[src/design/orsfe_pkg.sv]
// Shared constants, codes and types of the on-off keyed remote switch frame encoder.
package orsfe_pkg;

  localparam int ADDRESS_BITS = 26;
  localparam int UNIT_BITS    = 4;
  localparam int DIM_BITS     = 4;
  localparam int ADDR_REG_W   = 26;
  localparam int PERIOD_W     = 10;
  localparam int CFG_DATA_W   = 26;
  localparam int CFG_IDX_W    = 1;
  localparam int TICK_W       = 16;
  localparam int FUNC_W       = 2;
  localparam int SHORT_W      = ADDRESS_BITS + 2 + UNIT_BITS;
  localparam int FRAME_W      = SHORT_W + DIM_BITS;
  localparam int IDX_W        = $clog2(FRAME_W + 2);
  localparam int IN_FIELD_W   = 1 + UNIT_BITS + DIM_BITS;
  localparam int IN_DATA_W    = ((IN_FIELD_W + 7) / 8) * 8;
  localparam int OUT_DATA_W   = 8;

  localparam logic [ADDR_REG_W-1:0] ADDRESS_RESET = '0;
  localparam logic [PERIOD_W-1:0]   PERIOD_RESET  = PERIOD_W'(260);

  typedef enum logic [FUNC_W-1:0] {
    FUNC_TICK  = 2'd0,
    FUNC_GROUP = 2'd1,
    FUNC_UNIT  = 2'd2,
    FUNC_DIM   = 2'd3
  } func_e;

  typedef enum logic [CFG_IDX_W-1:0] {
    REG_ADDRESS = 1'b0,
    REG_PERIOD  = 1'b1
  } cfg_reg_e;

  typedef enum logic [2:0] {
    SYM_START = 3'd0,
    SYM_STOP  = 3'd1,
    SYM_ONE   = 3'd2,
    SYM_ZERO  = 3'd3,
    SYM_DIM   = 3'd4
  } sym_e;

  typedef struct packed {
    logic [FRAME_W-1:0] bits;
    func_e              kind;
    logic [IDX_W-1:0]   idx;
    logic [1:0]         phase;
    logic [TICK_W-1:0]  ticks;
    logic               pin;
    logic               active;
  } frame_state_t;

  typedef struct packed {
    sym_e sym;
    logic two_pulse;
    logic phase_done;
  } sym_info_t;

  typedef struct packed {
    logic pin;
    logic busy;
    logic accepted;
    logic frame_end;
  } result_t;

endpackage

[src/design/orsfe_timing.sv]
// Symbol decode and phase length compare for the current frame position.
module orsfe_timing (
  input  orsfe_pkg::frame_state_t        state_i,
  input  logic [orsfe_pkg::PERIOD_W-1:0] period_i,
  output orsfe_pkg::sym_info_t           info_o
);
  import orsfe_pkg::*;

  logic [IDX_W-1:0]   n_bits;
  logic [IDX_W-1:0]   bit_pos;
  logic [FRAME_W-1:0] shifted;
  logic [TICK_W-1:0]  t;
  logic [TICK_W-1:0]  t_start;
  logic [TICK_W-1:0]  t_stop;
  logic [TICK_W-1:0]  t_five;
  logic [TICK_W-1:0]  len;
  logic [TICK_W-1:0]  ticks_inc;
  sym_e               sym;

  always_comb begin
    n_bits  = (state_i.kind == FUNC_DIM) ? IDX_W'(FRAME_W) : IDX_W'(SHORT_W);
    bit_pos = n_bits - state_i.idx;
    shifted = state_i.bits >> bit_pos;
    if (state_i.idx == '0) begin
      sym = SYM_START;
    end else if (state_i.idx > n_bits) begin
      sym = SYM_STOP;
    end else if (state_i.kind == FUNC_DIM && state_i.idx == IDX_W'(ADDRESS_BITS + 2)) begin
      sym = SYM_DIM;
    end else if (shifted[0]) begin
      sym = SYM_ONE;
    end else begin
      sym = SYM_ZERO;
    end
  end

  always_comb begin
    t       = (period_i == '0) ? TICK_W'(1) : TICK_W'(period_i);
    t_start = (t << 3) + (t << 1) + (t >> 1);
    t_stop  = (t << 5) + (t << 3);
    t_five  = (t << 2) + t;
    len     = t;
    if (state_i.phase[0]) begin
      case (sym)
        SYM_START: len = t_start;
        SYM_STOP:  len = t_stop;
        SYM_DIM:   len = t;
        SYM_ONE:   len = state_i.phase[1] ? t_five : t;
        SYM_ZERO:  len = state_i.phase[1] ? t : t_five;
        default:   len = t;
      endcase
    end
    ticks_inc = state_i.ticks + TICK_W'(1);
  end

  assign info_o.sym        = sym;
  assign info_o.two_pulse  = (sym != SYM_START) && (sym != SYM_STOP);
  assign info_o.phase_done = (ticks_inc >= len);

endmodule

[src/design/orsfe_frame.sv]
// Frame state registers and the per-beat waveform update.
module orsfe_frame (
  input  logic                             clk_i,
  input  logic                             rst_ni,
  input  logic                             step_i,
  input  orsfe_pkg::func_e                 func_i,
  input  logic                             switch_on_i,
  input  logic [orsfe_pkg::UNIT_BITS-1:0]  unit_i,
  input  logic [orsfe_pkg::DIM_BITS-1:0]   dim_level_i,
  input  logic [orsfe_pkg::ADDR_REG_W-1:0] address_i,
  input  logic [orsfe_pkg::PERIOD_W-1:0]   period_i,
  output orsfe_pkg::result_t               result_o
);
  import orsfe_pkg::*;

  frame_state_t        state_q;
  frame_state_t        state_d;
  sym_info_t           info;
  logic [SHORT_W-1:0]  short_bits;
  logic                acc;
  logic                fend;

  orsfe_timing u_timing (
    .state_i  (state_q),
    .period_i (period_i),
    .info_o   (info)
  );

  always_comb begin
    short_bits = {address_i[ADDRESS_BITS-1:0],
                  (func_i == FUNC_GROUP),
                  (func_i == FUNC_DIM) ? 1'b0 : switch_on_i,
                  (func_i == FUNC_GROUP) ? {UNIT_BITS{1'b0}} : unit_i};
    state_d = state_q;
    acc     = 1'b0;
    fend    = 1'b0;
    if (func_i != FUNC_TICK) begin
      if (!state_q.active) begin
        state_d.bits   = (func_i == FUNC_DIM) ? {short_bits, dim_level_i}
                                              : FRAME_W'(short_bits);
        state_d.kind   = func_i;
        state_d.idx    = '0;
        state_d.phase  = 2'd0;
        state_d.ticks  = '0;
        state_d.pin    = 1'b1;
        state_d.active = 1'b1;
        acc            = 1'b1;
      end
    end else if (state_q.active) begin
      state_d.ticks = state_q.ticks + TICK_W'(1);
      if (info.phase_done) begin
        state_d.ticks = '0;
        if (!state_q.phase[0]) begin
          state_d.phase = state_q.phase + 2'd1;
          state_d.pin   = 1'b0;
        end else if (state_q.phase == 2'd1 && info.two_pulse) begin
          state_d.phase = 2'd2;
          state_d.pin   = 1'b1;
        end else if (info.sym == SYM_STOP) begin
          state_d = '0;
          fend    = 1'b1;
        end else begin
          state_d.idx   = state_q.idx + IDX_W'(1);
          state_d.phase = 2'd0;
          state_d.pin   = 1'b1;
        end
      end
    end
  end

  always_ff @(posedge clk_i or negedge rst_ni) begin
    if (!rst_ni) begin
      state_q <= '0;
    end else if (step_i) begin
      state_q <= state_d;
    end
  end

  assign result_o.pin       = state_d.pin;
  assign result_o.busy      = state_d.active;
  assign result_o.accepted  = acc;
  assign result_o.frame_end = fend;

endmodule

[src/design/ook_remote_switch_frame_encoder_unit.sv]
// Top level: config registers, input beat register, frame core and result register.
// A beat taken at the input passes through the input beat register and then the result register before it is presented.
// Throughput: one beat per cycle while the result side does not stall; the frame update is a single pass per beat.
// Backpressure on the result side stalls the input register and the frame core together.
// Reset clears the frame state and both beat valid flags; address resets to 0, period to 260.
module ook_remote_switch_frame_encoder_unit (
  input  logic                              clk_i,
  input  logic                              rst_ni,
  input  logic                              s_axis_tvalid_i,
  output logic                              s_axis_tready_o,
  // switch_on [0], unit [4:1], dim_level [8:5], zero fill above
  input  logic [orsfe_pkg::IN_DATA_W-1:0]   s_axis_tdata_i,
  // func [1:0]
  input  logic [orsfe_pkg::FUNC_W-1:0]      s_axis_tuser_i,
  output logic                              m_axis_tvalid_o,
  input  logic                              m_axis_tready_i,
  // pin_level [0], busy_res [1], accepted [2], zero fill above
  output logic [orsfe_pkg::OUT_DATA_W-1:0]  m_axis_tdata_o,
  output logic                              m_axis_tlast_o,
  input  logic                              cfg_we_i,
  input  logic [orsfe_pkg::CFG_IDX_W-1:0]   cfg_idx_i,
  input  logic [orsfe_pkg::CFG_DATA_W-1:0]  cfg_wdata_i
);
  import orsfe_pkg::*;

  logic [ADDR_REG_W-1:0] address_q;
  logic [PERIOD_W-1:0]   period_q;
  logic                  in_vld_q;
  func_e                 in_func_q;
  logic                  in_sw_q;
  logic [UNIT_BITS-1:0]  in_unit_q;
  logic [DIM_BITS-1:0]   in_dim_q;
  logic                  out_vld_q;
  result_t               out_q;
  result_t               result;
  logic                  out_free;
  logic                  step;

  assign out_free        = !out_vld_q || m_axis_tready_i;
  assign step            = in_vld_q && out_free;
  assign s_axis_tready_o = !in_vld_q || out_free;

  always_ff @(posedge clk_i or negedge rst_ni) begin
    if (!rst_ni) begin
      address_q <= ADDRESS_RESET;
      period_q  <= PERIOD_RESET;
    end else if (cfg_we_i) begin
      unique case (cfg_reg_e'(cfg_idx_i))
        REG_ADDRESS: address_q <= cfg_wdata_i[ADDR_REG_W-1:0];
        REG_PERIOD:  period_q  <= cfg_wdata_i[PERIOD_W-1:0];
        default: ;
      endcase
    end
  end

  always_ff @(posedge clk_i or negedge rst_ni) begin
    if (!rst_ni) begin
      in_vld_q <= 1'b0;
    end else if (s_axis_tready_o) begin
      in_vld_q <= s_axis_tvalid_i;
    end
  end

  always_ff @(posedge clk_i) begin
    if (s_axis_tready_o && s_axis_tvalid_i) begin
      in_func_q <= func_e'(s_axis_tuser_i);
      in_sw_q   <= s_axis_tdata_i[0];
      in_unit_q <= s_axis_tdata_i[UNIT_BITS:1];
      in_dim_q  <= s_axis_tdata_i[UNIT_BITS+DIM_BITS:UNIT_BITS+1];
    end
  end

  orsfe_frame u_frame (
    .clk_i       (clk_i),
    .rst_ni      (rst_ni),
    .step_i      (step),
    .func_i      (in_func_q),
    .switch_on_i (in_sw_q),
    .unit_i      (in_unit_q),
    .dim_level_i (in_dim_q),
    .address_i   (address_q),
    .period_i    (period_q),
    .result_o    (result)
  );

  always_ff @(posedge clk_i or negedge rst_ni) begin
    if (!rst_ni) begin
      out_vld_q <= 1'b0;
    end else if (out_free) begin
      out_vld_q <= in_vld_q;
    end
  end

  always_ff @(posedge clk_i) begin
    if (step) begin
      out_q <= result;
    end
  end

  assign m_axis_tvalid_o = out_vld_q;
  assign m_axis_tdata_o  = {{(OUT_DATA_W - 3){1'b0}}, out_q.accepted, out_q.busy, out_q.pin};
  assign m_axis_tlast_o  = out_q.frame_end;

endmodule

[config.mk]
export PLATFORM = sky130hd
export DESIGN_NAME = ook_remote_switch_frame_encoder_unit
export DESIGN_NICKNAME = d
export VERILOG_FILES = /design/src/design/orsfe_pkg.sv /design/src/design/orsfe_timing.sv /design/src/design/orsfe_frame.sv /design/src/design/ook_remote_switch_frame_encoder_unit.sv
export SDC_FILE = /design/constraint.sdc
export NUM_CORES = 1
export LEC_CHECK = 0
export BUFFER_PORTS_ARGS = -buffer_cell sky130_fd_sc_hd__clkbuf_2
export CAP_MARGIN = 40
export CORE_MARGIN = 3
export CORE_UTILIZATION = 60
export CTS_BUF_LIST = sky130_fd_sc_hd__clkbuf_8
export CTS_CLUSTER_SIZE = 16
export DETAILED_ROUTE_END_ITERATION = 7
export MAX_ROUTING_LAYER = met4
export PLACE_DENSITY = 0.82
export SETUP_SLACK_MARGIN = 0.3
export SYNTH_ARGS = -nofsm -noshare
export SYNTH_HDL_FRONTEND = slang
export SYNTH_SLANG_ARGS = --single-unit
[constraint.sdc]
create_clock -name clk_i -period 6.92 [get_ports clk_i]
set_clock_uncertainty 0.2 [all_clocks]
set_input_delay 0.346 -clock clk_i [delete_from_list [all_inputs] [get_ports clk_i]]
set_output_delay 0.346 -clock clk_i [all_outputs]
set_load 0.01 [all_outputs]
==> flow_summary.yaml, run 1 <==
drt:
  vias: 6540
  antenna_left: 0
  wire_per_inst_um: 18.5
  wl_um: 19500
  avgViaCountPerCell: 6.23
  drt_iter0_drc: 570
  first_pass_iters: 8
  drcViolationCount: 0
placement:
  post-place-ws_ns: 0.590
  place_congestion: 0.925
  hpwl_um: 13200
  io_buffers: 48
setup_path:
  crit_top_cell: "nor2_1"
  cp-end-kind: "flop"
  arrival_ns: 6.38
  start_kind: "flop"
  crit_buf_inv: 1
  worstPathRequired_ns: 7.06
  cp_max_fo: 16
  path_cells: "nor2_1 -> a31oi_1 -> inv_1 -> ha_1 -> xor2_1 -> fa_1 -> a21o_1 -> a21oi_1 -> o21bai_1 -> a2111oi_1 -> nor2_1 -> xnor2_1 -> o22ai_1 -> o21ai_1 -> ha_1 -> nand4_1 -> nor2_1 -> a21oi_1 -> o211ai_1 -> and2_1 -> a41o_1 -> and3b_1 -> a221o_1"
  max_stage_delay_ns: 0.70
  slowest_stage: "dfrtp_1"
  cp_top_family: "compound AO/OA/AOI/OAI gates"
  path_class: "reg -> reg"
job:
  cap_viol_max_count: 0
pwr:
  leakage_nw: 3.79
  netSwitchingPower_uw: 870
  power-per-cell-area_nw_per_um2: 265
  p_comb_share_pct: 35.0
  p_clk_share_pct: 26.5
  swShare_pct: 37.4
  p_total_mw: 2.33
  power_frac_seq_pct: 38.5
  p_int_mw: 1.46
  ir_drop_v: 0.000273
global_route:
  grt_pass1_vias: 6594
  grt_pass1_wl_um: 32500
  grt-ovfl-total: 0
  grt_max_degree: 49
  grt_usage_pct: 29.3
  antenna_found_initial: 0
synthesis:
  synth-edff-count: 15
  syn_avg_cell_area_um2: 9.55
  synth_top_area_share_pct: 32.6
  netlist_area_um2: 7670
  synth_commonest_cells: "nand2_1 (125), dfrtp_1 (100), a21oi_1 (81)"
  yosysMostFrequentCell: "nand2_1"
  ys_seq_area_share_pct: 39.2
  netlist-cell-type-count: 72
  yosys-top-cells-area: "dfrtp_1 (33%), ha_1 (6.4%), nand2_1 (6.1%)"
  ys.flop_type: "dfrtp_1"
  synthCells: 803
  async_reset_ff_share_pct: 87.2
  ys_ff_latch: 117
  synth_top_area_cell: "dfrtp_1"
  ys_warn_count: 0
sta:
  rsz0062_at_grt: "no"
  setup_ws_ns: 0.686
  slew_headroom_pct: 37.0
  max_clock_freq_mhz: 160
  worst_slew_pin_slew_ns: 0.942
  hold_violations: 0
  post-route-min-period_ns: 6.23
  finalCritPeriodShare_pct: 90.1
  finalSetupViolCount: 0
  final.setup.tns_ns: 0
  drv_slew: 0
clocking:
  root_buffer: "clkbuf_8"
  cts_tree: "done"
  clock_latency_ns: 0.46
  cts_buffers: 17
  clk_pin_slew_ns: 0.08
  cts_max_path_buffers: 2
  htree_levels: 4
  cts.sink_count: 117
min_path:
  hp-class: "in -> reg"
floorplan:
  die_w_um: 119
  core_area_um2: 12300
  die_height_um: 119
  io_pins: 61
  start_util_pct: 62.5
  core.rowCount: 40
  die-area_um2: 14200
cells_and_area:
  seq_area_um2: 3010
  areaGrowthSynthToFinish_pct: 14.5
  multi_input_area_um2: 4320
  drive_gt1_share_pct: 16.7
  fillers: 868
  final_nets: 963
  antenna_cells: 0
outcome:
  status: "complete, no violations"
==> logic make-up (layout without fill, tap and decap cells) <==
kind of cell             after synthesis  count (layout)  share of synthesized area [%]
flip-flops                           117             117                           39.2
adder cells (fa/ha/maj)               47              47                           8.19
AND/OR/NAND/NOR                      230             230                           13.9
other                                  1               5                         0.0489
multiplexers                          59              59                           10.5
XOR/XNOR                              40              40                           4.67
buffers and inverters                 85             159                           4.76
AO/OA/AOI/OAI                        224             224                           18.7
==> worst register-to-register path: cells and delay by family, from the launching register on <==
family / cells / cell delay, ns
buffers and inverters: 1 / 0.10
adders and majority gates: 3 / 1.09
DFF: 1 / 0.70
AOI/OAI and AO/OA: 11 / 2.67
and+or+nand+nor: 6 / 0.93
xor gates and xnor gates: 2 / 0.42
==> stage by stage <==
step / hold WS (ns) / util [%] / cell area (um2) / cells
5_1_grt: 0.0376 / 71.6 / 8780 / 1049
2_1_floorplan: -0.150 / - / 7680 / 807
4_1_cts: 0.0142 / 71.6 / 8770 / 1049
6_report: 0.0172 / 71.6 / 8780 / 1049
3_3_place_gp: 0.0575 / 64.7 / 7930 / 973
3_5_place_dp: 0.0603 / 65.2 / 7990 / 977
==> final timing paths <==
kind | endpoint | start | slack, ns | cells after the start
hold / removal | m_axis_tvalid_o$_DFFE_PN0P_ | m_axis_tready_i | 0.02 | 3
hold reg to reg | period_q[0]$_DFFE_PN0P_ | period_q[0]$_DFFE_PN0P_ | 0.31 | 1
max in group asynchronous | period_q[8]$_DFFE_PN1P_ | rst_ni | 5.31 | 4
min in group asynchronous | u_frame.state_q[3]$_DFFE_PN0P_ | rst_ni | 0.13 | 2
setup reg to reg | u_frame.state_q[19]$_DFFE_PN0P_ | period_q[4]$_DFFE_PN0P_ | 0.69 | 23
setup / recovery | u_frame.state_q[19]$_DFFE_PN0P_ | period_q[4]$_DFFE_PN0P_ | 0.69 | 23
==> layout by cell type, fill, tap and decap left out, drive strengths merged, types with 10 or more instances in the layout <==
master | netlist | layout
nand2 | 125 | 125
dfrtp | 100 | 100
a21oi | 81 | 81
clkbuf | 43 | 64
o21ai | 54 | 54
dlygate4sd3 | 0 | 40
ha | 39 | 39
mux2 | 37 | 37
inv | 29 | 35
xnor2 | 26 | 26
nor2 | 26 | 26
nand3 | 20 | 20
a21o | 15 | 15
edfxtp | 15 | 15
xor2 | 14 | 14
a22o | 13 | 13
nand2b | 12 | 12
mux2i | 12 | 12
buf | 13 | 11
mux4 | 10 | 10
==> cell type report <==
class / count / area share (%)
repair buffers: 98 / 8.55
flip-flops and latches: 117 / 34.2
clock buffers: 17 / 2.66
inverters: 29 / 1.24
multi-input cells: 605 / 49.2
well taps: 168 / 2.39
clock inverters: 15 / 1.68
==> layer usage <==
layer / wire, um / global-route usage, % / up-vias
met1: 7890 / 36.2 / 3189
met4: 443 / 9.70 / 0
met3: 1260 / 6.79 / 45
li1: - / - / 3021
met2: 9860 / 48.0 / 285
met5: 0 / - / -
==> repair_timing <==
| item | CTS | global route |
|---|---|---|
| hold endpoints to repair | 72 | 0 |
| setup buffers | 0 | 0 |
| resized for setup | 0 | 3 |
| hold buffers | 40 | 0 |
| setup endpoints to repair | 0 | 41 |
==> registers in the layout, summed over array words and instances (netlist names) <==
signal,count
address_q,26
in_dim_q,4
in_sw_q,1
in_vld_q,1
m_axis_tlast_o,1
in_unit_q,4
m_axis_tdata_o,3
m_axis_tvalid_o,1
u_frame.state_q,64
in_func_q,2
period_q,10
==> power groups by stage <==
stage	logic (mW)	registers (mW)	clock network, mW
global route	0.895	0.908	0.652
CTS	0.800	0.891	0.618
detailed placement	0.774	0.905	0
finish	0.814	0.896	0.617
floorplan	0.626	0.857	0
global placement	0.737	0.897	0
(Power assumes the default switching activity.)
==> inputs of run 2 (changes only) <==
--- a/config.mk
+++ b/config.mk
@@ -5,7 +5,7 @@
 export SDC_FILE = /design/constraint.sdc
 export NUM_CORES = 1
 export LEC_CHECK = 0
-export BUFFER_PORTS_ARGS = -buffer_cell sky130_fd_sc_hd__clkbuf_2
+export BUFFER_PORTS_ARGS = -buffer_cell sky130_fd_sc_hd__buf_2
 export CAP_MARGIN = 40
 export CORE_MARGIN = 3
 export CORE_UTILIZATION = 60
==> flow_summary.yaml, run 2 (same netlist as run 1, synthesis figures left out) <==
sta:
  post-route-min-period_ns: 6.09
  drv_slew: 0
  finalSetupViolCount: 0
  hold_violations: 0
  slew_headroom_pct: 36.5
  rsz0062_at_grt: "no"
  final.setup.tns_ns: 0
  worst_slew_pin_slew_ns: 0.950
  setup_ws_ns: 0.829
  finalCritPeriodShare_pct: 88.0
  max_clock_freq_mhz: 164
setup_path:
  path_cells: "nor2_1 -> a31oi_1 -> inv_1 -> ha_1 -> xor2_1 -> ha_1 -> a21o_1 -> a21oi_1 -> o21bai_1 -> a2111o_1 -> a41oi_1 -> nor2_1 -> o2111ai_1 -> a21boi_0 -> ha_1 -> a21oi_1 -> nor2b_1 -> o21ai_0 -> o211ai_1 -> and2_1 -> a41o_1 -> and3b_1 -> a221o_1"
  worstPathRequired_ns: 7.06
  cp-end-kind: "flop"
  max_stage_delay_ns: 0.68
  cp_max_fo: 16
  start_kind: "flop"
  crit_top_cell: "ha_1"
  path_class: "reg -> reg"
  slowest_stage: "dfrtp_1"
  arrival_ns: 6.23
global_route:
  grt-ovfl-total: 0
  grt_max_degree: 51
  antenna_found_initial: 0
  grt_pass1_vias: 6574
  grt_pass1_wl_um: 32300
  grt_usage_pct: 29.2
cells_and_area:
  drive_gt1_share_pct: 16.7
  final_nets: 964
  fin_util_pct: 71.8
  layout_commonest_cell: "nand2_1"
  areaGrowthSynthToFinish_pct: 14.8
  regMostFlops: "u_frame.state_q"
  final_cell_mix: "nand2_1 (125), dfrtp_1 (100), a21oi_1 (80)"
  antenna_cells: 0
  biggestRegsByFlops: "u_frame.state_q x64, address_q x26, period_q x10"
  largest_register_ffs: 64
  final_area_um2: 8800
clocking:
  cts_tree: "done"
  cts_buffers: 17
  cts_max_path_buffers: 2
  postCtsSetupBuffers: 0
  htree_levels: 4
  clk_pin_slew_ns: 0.08
  root_buffer: "clkbuf_8"
  clock_latency_ns: 0.47
  cts.sink_count: 117
placement:
  place_congestion: 0.921
  hpwl_um: 12800
  post-place-ws_ns: 0.635
  io_buffers: 48
  place_area_um2: 7990
job:
  cap_viol_max_count: 0
drt:
  drcViolationCount: 0
  wl_um: 19500
  vias: 6530
  avgViaCountPerCell: 6.22
  first_pass_iters: 5
  wire_per_inst_um: 18.5
  drt_iter0_drc: 565
  antenna_left: 0
pwr:
  leakage_nw: 3.80
  ir_drop_v: 0.000206
  power-per-cell-area_nw_per_um2: 267
  p_total_mw: 2.35
floorplan:
  io_pins: 61
  core.rowCount: 40
  core_area_um2: 12300
  die-area_um2: 14200
  die_w_um: 119
  start_util_pct: 62.5
  die_height_um: 119
min_path:
  hp-class: "in -> async"
outcome:
  status: "complete, no violations"
-- run 2: changes by cell type in the layout (fill, tap and decap cells not counted) --
cell | before | now
buf_2 | 1 | 48
clkbuf_2 | 47 | 0
clkinv_2 | 1 | 0
clkinvlp_4 | 5 | 2
dlygate4sd3_1 | 40 | 41
inv_6 | 4 | 6
inv_8 | 2 | 4
-- run 2: per-layer routing --
layer,GRT usage [%],up-vias,wire [um]
li1,-,3007,-
met5,-,-,0
met3,6.13,57,1240
met1,36.4,3176,8040
met4,11.9,0,575
met2,46.6,290,9620
-- run 2: repair_timing --
| action | CTS | global route |
|---|---|---|
| setup endpoints to repair | 0 | 44 |
| hold endpoints to repair | 73 | 0 |
| hold buffers | 41 | 0 |
| resized for setup | 0 | 3 |
-- run 2: through the flow --
| step | hold slack [ns] | instances |
|---|---|---|
| after global placement | 0.0582 | 973 |
| after global routing | 0.135 | 1050 |
| after CTS | 0.113 | 1050 |
| after detailed placement | 0.0649 | 977 |
| after floorplan | -0.150 | 807 |
| final | 0.121 | 1050 |
-- run 2: worst max-delay path, delay by kind of cell (launching register included) --
family,cells,cell delay [ns]
buffers and inverters,1,0.11
flip-flops,1,0.68
XOR/XNOR,1,0.27
AO/OA/AOI/OAI,13,2.97
AND/OR/NAND/NOR,5,0.74
adder cells (fa/ha/maj),3,0.97
-- run 2: final cells by class --
type	instances	area [um2]
Inverter	29	109
Clock buffer	17	234
Timing Repair Buffer	99	761
Sequential cell	117	3010
Multi-Input combinational cell	605	4320
Fill cell	903	3460
Tap cell	168	210
Clock inverter	15	160
-- run 2: path summary, 6_finish.rpt --
kind,start,end,slack (ns),depth (start not counted)
max in group asynchronous,rst_ni,period_q[8]$_DFFE_PN1P_,5.33,4
worst max-delay path,period_q[4]$_DFFE_PN0P_,u_frame.state_q[19]$_DFFE_PN0P_,0.83,23
worst max register to register,period_q[4]$_DFFE_PN0P_,u_frame.state_q[19]$_DFFE_PN0P_,0.83,23
worst min register to register,u_frame.state_q[28]$_DFFE_PN0P_,u_frame.state_q[28]$_DFFE_PN0P_,0.32,2
min in group clk_i,u_frame.state_q[28]$_DFFE_PN0P_,u_frame.state_q[28]$_DFFE_PN0P_,0.32,2
worst min-delay path,rst_ni,u_frame.state_q[10]$_DFFE_PN0P_,0.12,2
-- run 2: report_power, final --
group	leakage, nW	switching [mW]	internal (mW)
registers	1.34	0.104	0.793
logic	2.27	0.440	0.371
clock network	0.196	0.341	0.300
==> inputs of run 3 (changes only) <==
--- a/config.mk
+++ b/config.mk
@@ -17,4 +17,5 @@
 export SETUP_SLACK_MARGIN = 0.3
 export SYNTH_ARGS = -nofsm -noshare
 export SYNTH_HDL_FRONTEND = slang
+export SYNTH_HIERARCHICAL = 1
 export SYNTH_SLANG_ARGS = --single-unit
==> flow_summary.yaml, run 3 <==
outcome:
  status: "complete, no violations"
floorplan:
  io_pins: 61
  start_util_pct: 62.7
  core.rowCount: 40
  die_height_um: 119
  core_area_um2: 12300
  die_w_um: 119
  die-area_um2: 14200
sta:
  hold_violations: 0
  max_clock_freq_mhz: 161
  worst_slew_pin_slew_ns: 0.979
  drv_slew: 0
  rsz0062_at_grt: "no"
  post-route-min-period_ns: 6.21
  finalCritPeriodShare_pct: 89.7
  final.setup.tns_ns: 0
  finalSetupViolCount: 0
  slew_headroom_pct: 34.2
clocking:
  root_buffer: "clkbuf_8"
  clk_pin_slew_ns: 0.08
  clock_latency_ns: 0.44
  cts_tree: "done"
  htree_levels: 4
  cts_max_path_buffers: 2
  cts_buffers: 17
  postCtsSetupBuffers: 0
  cts.sink_count: 117
cells_and_area:
  antenna_cells: 0
  areaGrowthSynthToFinish_pct: 14.0
  final_cell_mix: "dfrtp_1 (100), buf_2 (47), nor2_1 (44)"
  final_nets: 883
  largest_register_ffs: 64
  fillers: 845
  biggestRegsByFlops: "u_frame/state_q x64, address_q x26, period_q x10"
  drive_gt1_share_pct: 18.6
  fin_util_pct: 71.5
  regMostFlops: "u_frame/state_q"
  seq_area_um2: 3010
  layout_commonest_cell: "dfrtp_1"
  multi_input_area_um2: 4340
placement:
  place_congestion: 0.875
  hpwl_um: 12400
  io_buffers: 48
drt:
  met2_length_um: 9020
  met3WireLength_um: 943
  drcViolationCount: 0
  highest_layer: "met4"
  antenna_left: 0
  first_pass_iters: 5
  vias: 5952
  wire_per_inst_um: 18.7
  drt_iter0_drc: 412
  wl_met1_um: 7530
  wl_um: 18100
  avgViaCountPerCell: 6.16
synthesis:
  yosys-top-cells-area: "dfrtp_1 (33%), ha_1 (6.5%), edfxtp_1 (5.9%)"
  ys.flop_type: "dfrtp_1"
  async_reset_ff_share_pct: 87.2
  netlist-cell-type-count: 82
  synth_commonest_cells: "dfrtp_1 (100), nor2_1 (44), ha_1 (40), nand2_1 (40), xnor2_1 (37)"
  ys_warn_count: 6
  netlist_area_um2: 7690
  synthCells: 710
  synth-edff-count: 15
  syn_avg_cell_area_um2: 10.8
  synth_top_area_share_pct: 32.5
  yosysMostFrequentCell: "dfrtp_1"
  ys_seq_area_share_pct: 39.1
  ys_ff_latch: 117
  synth_top_area_cell: "dfrtp_1"
global_route:
  grt_pass1_vias: 6030
  grt_usage_pct: 26.5
  grt_pass1_wl_um: 29400
  grt_max_degree: 67
  grt-ovfl-total: 0
  antenna_found_initial: 0
setup_path:
  path_cells: "or2_2 -> nor3_1 -> a31oi_1 -> inv_1 -> ha_1 -> xor2_1 -> fa_1 -> a21o_1 -> a21oi_1 -> o21ai_0 -> o41ai_1 -> o21ai_0 -> xnor2_1 -> o22ai_1 -> o21ai_0 -> ha_1 -> a21o_1 -> a21o_1 -> a221oi_1 -> o21ai_2 -> nand4bb_1 -> nor2_1 -> and3_1 -> a221o_1"
  r2r_end: "u_frame/state_q[23]$_DFFE_PN0P_"
  worstPathRequired_ns: 7.03
  reg2reg_from: "period_q[8]$_DFFE_PN1P_"
  reg2reg_depth: 24
  slowest_stage: "dfstp_2"
  cp_max_fo: 10
  cp_top_family: "compound AO/OA/AOI/OAI gates"
  start_kind: "flop"
  max_stage_delay_ns: 0.65
  cp-end-kind: "flop"
  path_class: "reg -> reg"
  crit_buf_inv: 1
  r2r_slack_ns: 0.71
  arrival_ns: 6.31
  startpoint: "period_q[8]$_DFFE_PN1P_"
min_path:
  hp-class: "in -> async"
job:
  cap_viol_max_count: 0
pwr:
  power-per-cell-area_nw_per_um2: 255
  ir_drop_v: 0.000170
  leakage_nw: 3.99
## run 3: worst max-delay path by stage
| stage | to | slack, ns | cells past startpoint |
|---|---|---|---|
| 2_1_floorplan | u_frame/state_q[20]$_DFFE_PN0P_ | 1.19 | 23 |
| 3_3_place_gp | u_frame/state_q[26]$_DFFE_PN0P_ | 0.58 | 24 |
| 3_5_place_dp | u_frame/state_q[61]$_DFFE_PN0P_ | 0.44 | 24 |
| 4_1_cts | u_frame/state_q[26]$_DFFE_PN0P_ | 0.40 | 24 |
| 5_1_grt | u_frame/state_q[23]$_DFFE_PN0P_ | 0.36 | 24 |
| 6_report | u_frame/state_q[23]$_DFFE_PN0P_ | 0.71 | 24 |
## run 3: worst reg2reg max path: stages (launching register included)
cell,delay (ns)
dfstp_2,0.65
or2_2,0.17
nor3_1,0.04
a31oi_1,0.31
inv_1,0.11
ha_1,0.37
xor2_1,0.19
fa_1,0.42
a21o_1,0.18
a21oi_1,0.20
o21ai_0,0.16
o41ai_1,0.43
o21ai_0,0.20
xnor2_1,0.16
o22ai_1,0.17
o21ai_0,0.11
ha_1,0.22
a21o_1,0.15
a21o_1,0.17
a221oi_1,0.34
o21ai_2,0.20
nand4bb_1,0.32
nor2_1,0.14
and3_1,0.23
a221o_1,0.25
## run 3: power breakdown
group / switching [mW] / internal (mW) / leakage, nW
registers: 0.0895 / 0.756 / 1.46
logic: 0.451 / 0.389 / 2.34
clock network: 0.267 / 0.283 / 0.196
total: 0.807 / 1.43 / 3.99
## run 3: kinds of logic after synthesis
family	count (synthesis)	synth area share (%)
other	1	0.0488
multiplexers	80	13.9
flip-flops	117	39.1
AO/OA/AOI/OAI	153	14.7
AND/OR/NAND/NOR	186	13.0
buffers and inverters	73	4.77
XOR/XNOR	53	6.23
adder cells (fa/ha/maj)	47	8.20
## run 3: final cells by class
class	instances	area share, %
multi-input cells	524	49.5
flip-flops and latches	117	34.3
repair buffers	97	8.57
clock buffers	18	2.83
well taps	168	2.40
inverters	30	1.29
clock inverters	13	1.09
## run 3: layer usage
| metal | track usage (%) | vias to the layer above |
|---|---|---|
| met5 | - | - |
| met4 | 13.0 | 0 |
| met3 | 4.65 | 56 |
| met2 | 42.7 | 214 |
| met1 | 32.4 | 2916 |
| li1 | - | 2766 |
## run 3: through the flow
stage	worst slack [ns]	total power, mW	cell area, um2	hold slack, ns	std cells
floorplan	1.19	1.46	7700	-0.150	714
global placement	0.582	1.61	7960	0.0144	894
detailed placement	0.437	1.65	8010	0.0217	896
CTS	0.400	2.22	8760	0.109	967
global route	0.357	2.37	8760	0.137	967
finish	0.714	2.24	8760	0.127	967
## run 3: repair_timing
action	in CTS	in global routing
gates resized for setup	0	3
endpoints found under the setup margin	0	50
hold endpoints to repair	85	0
hold buffers	40	0
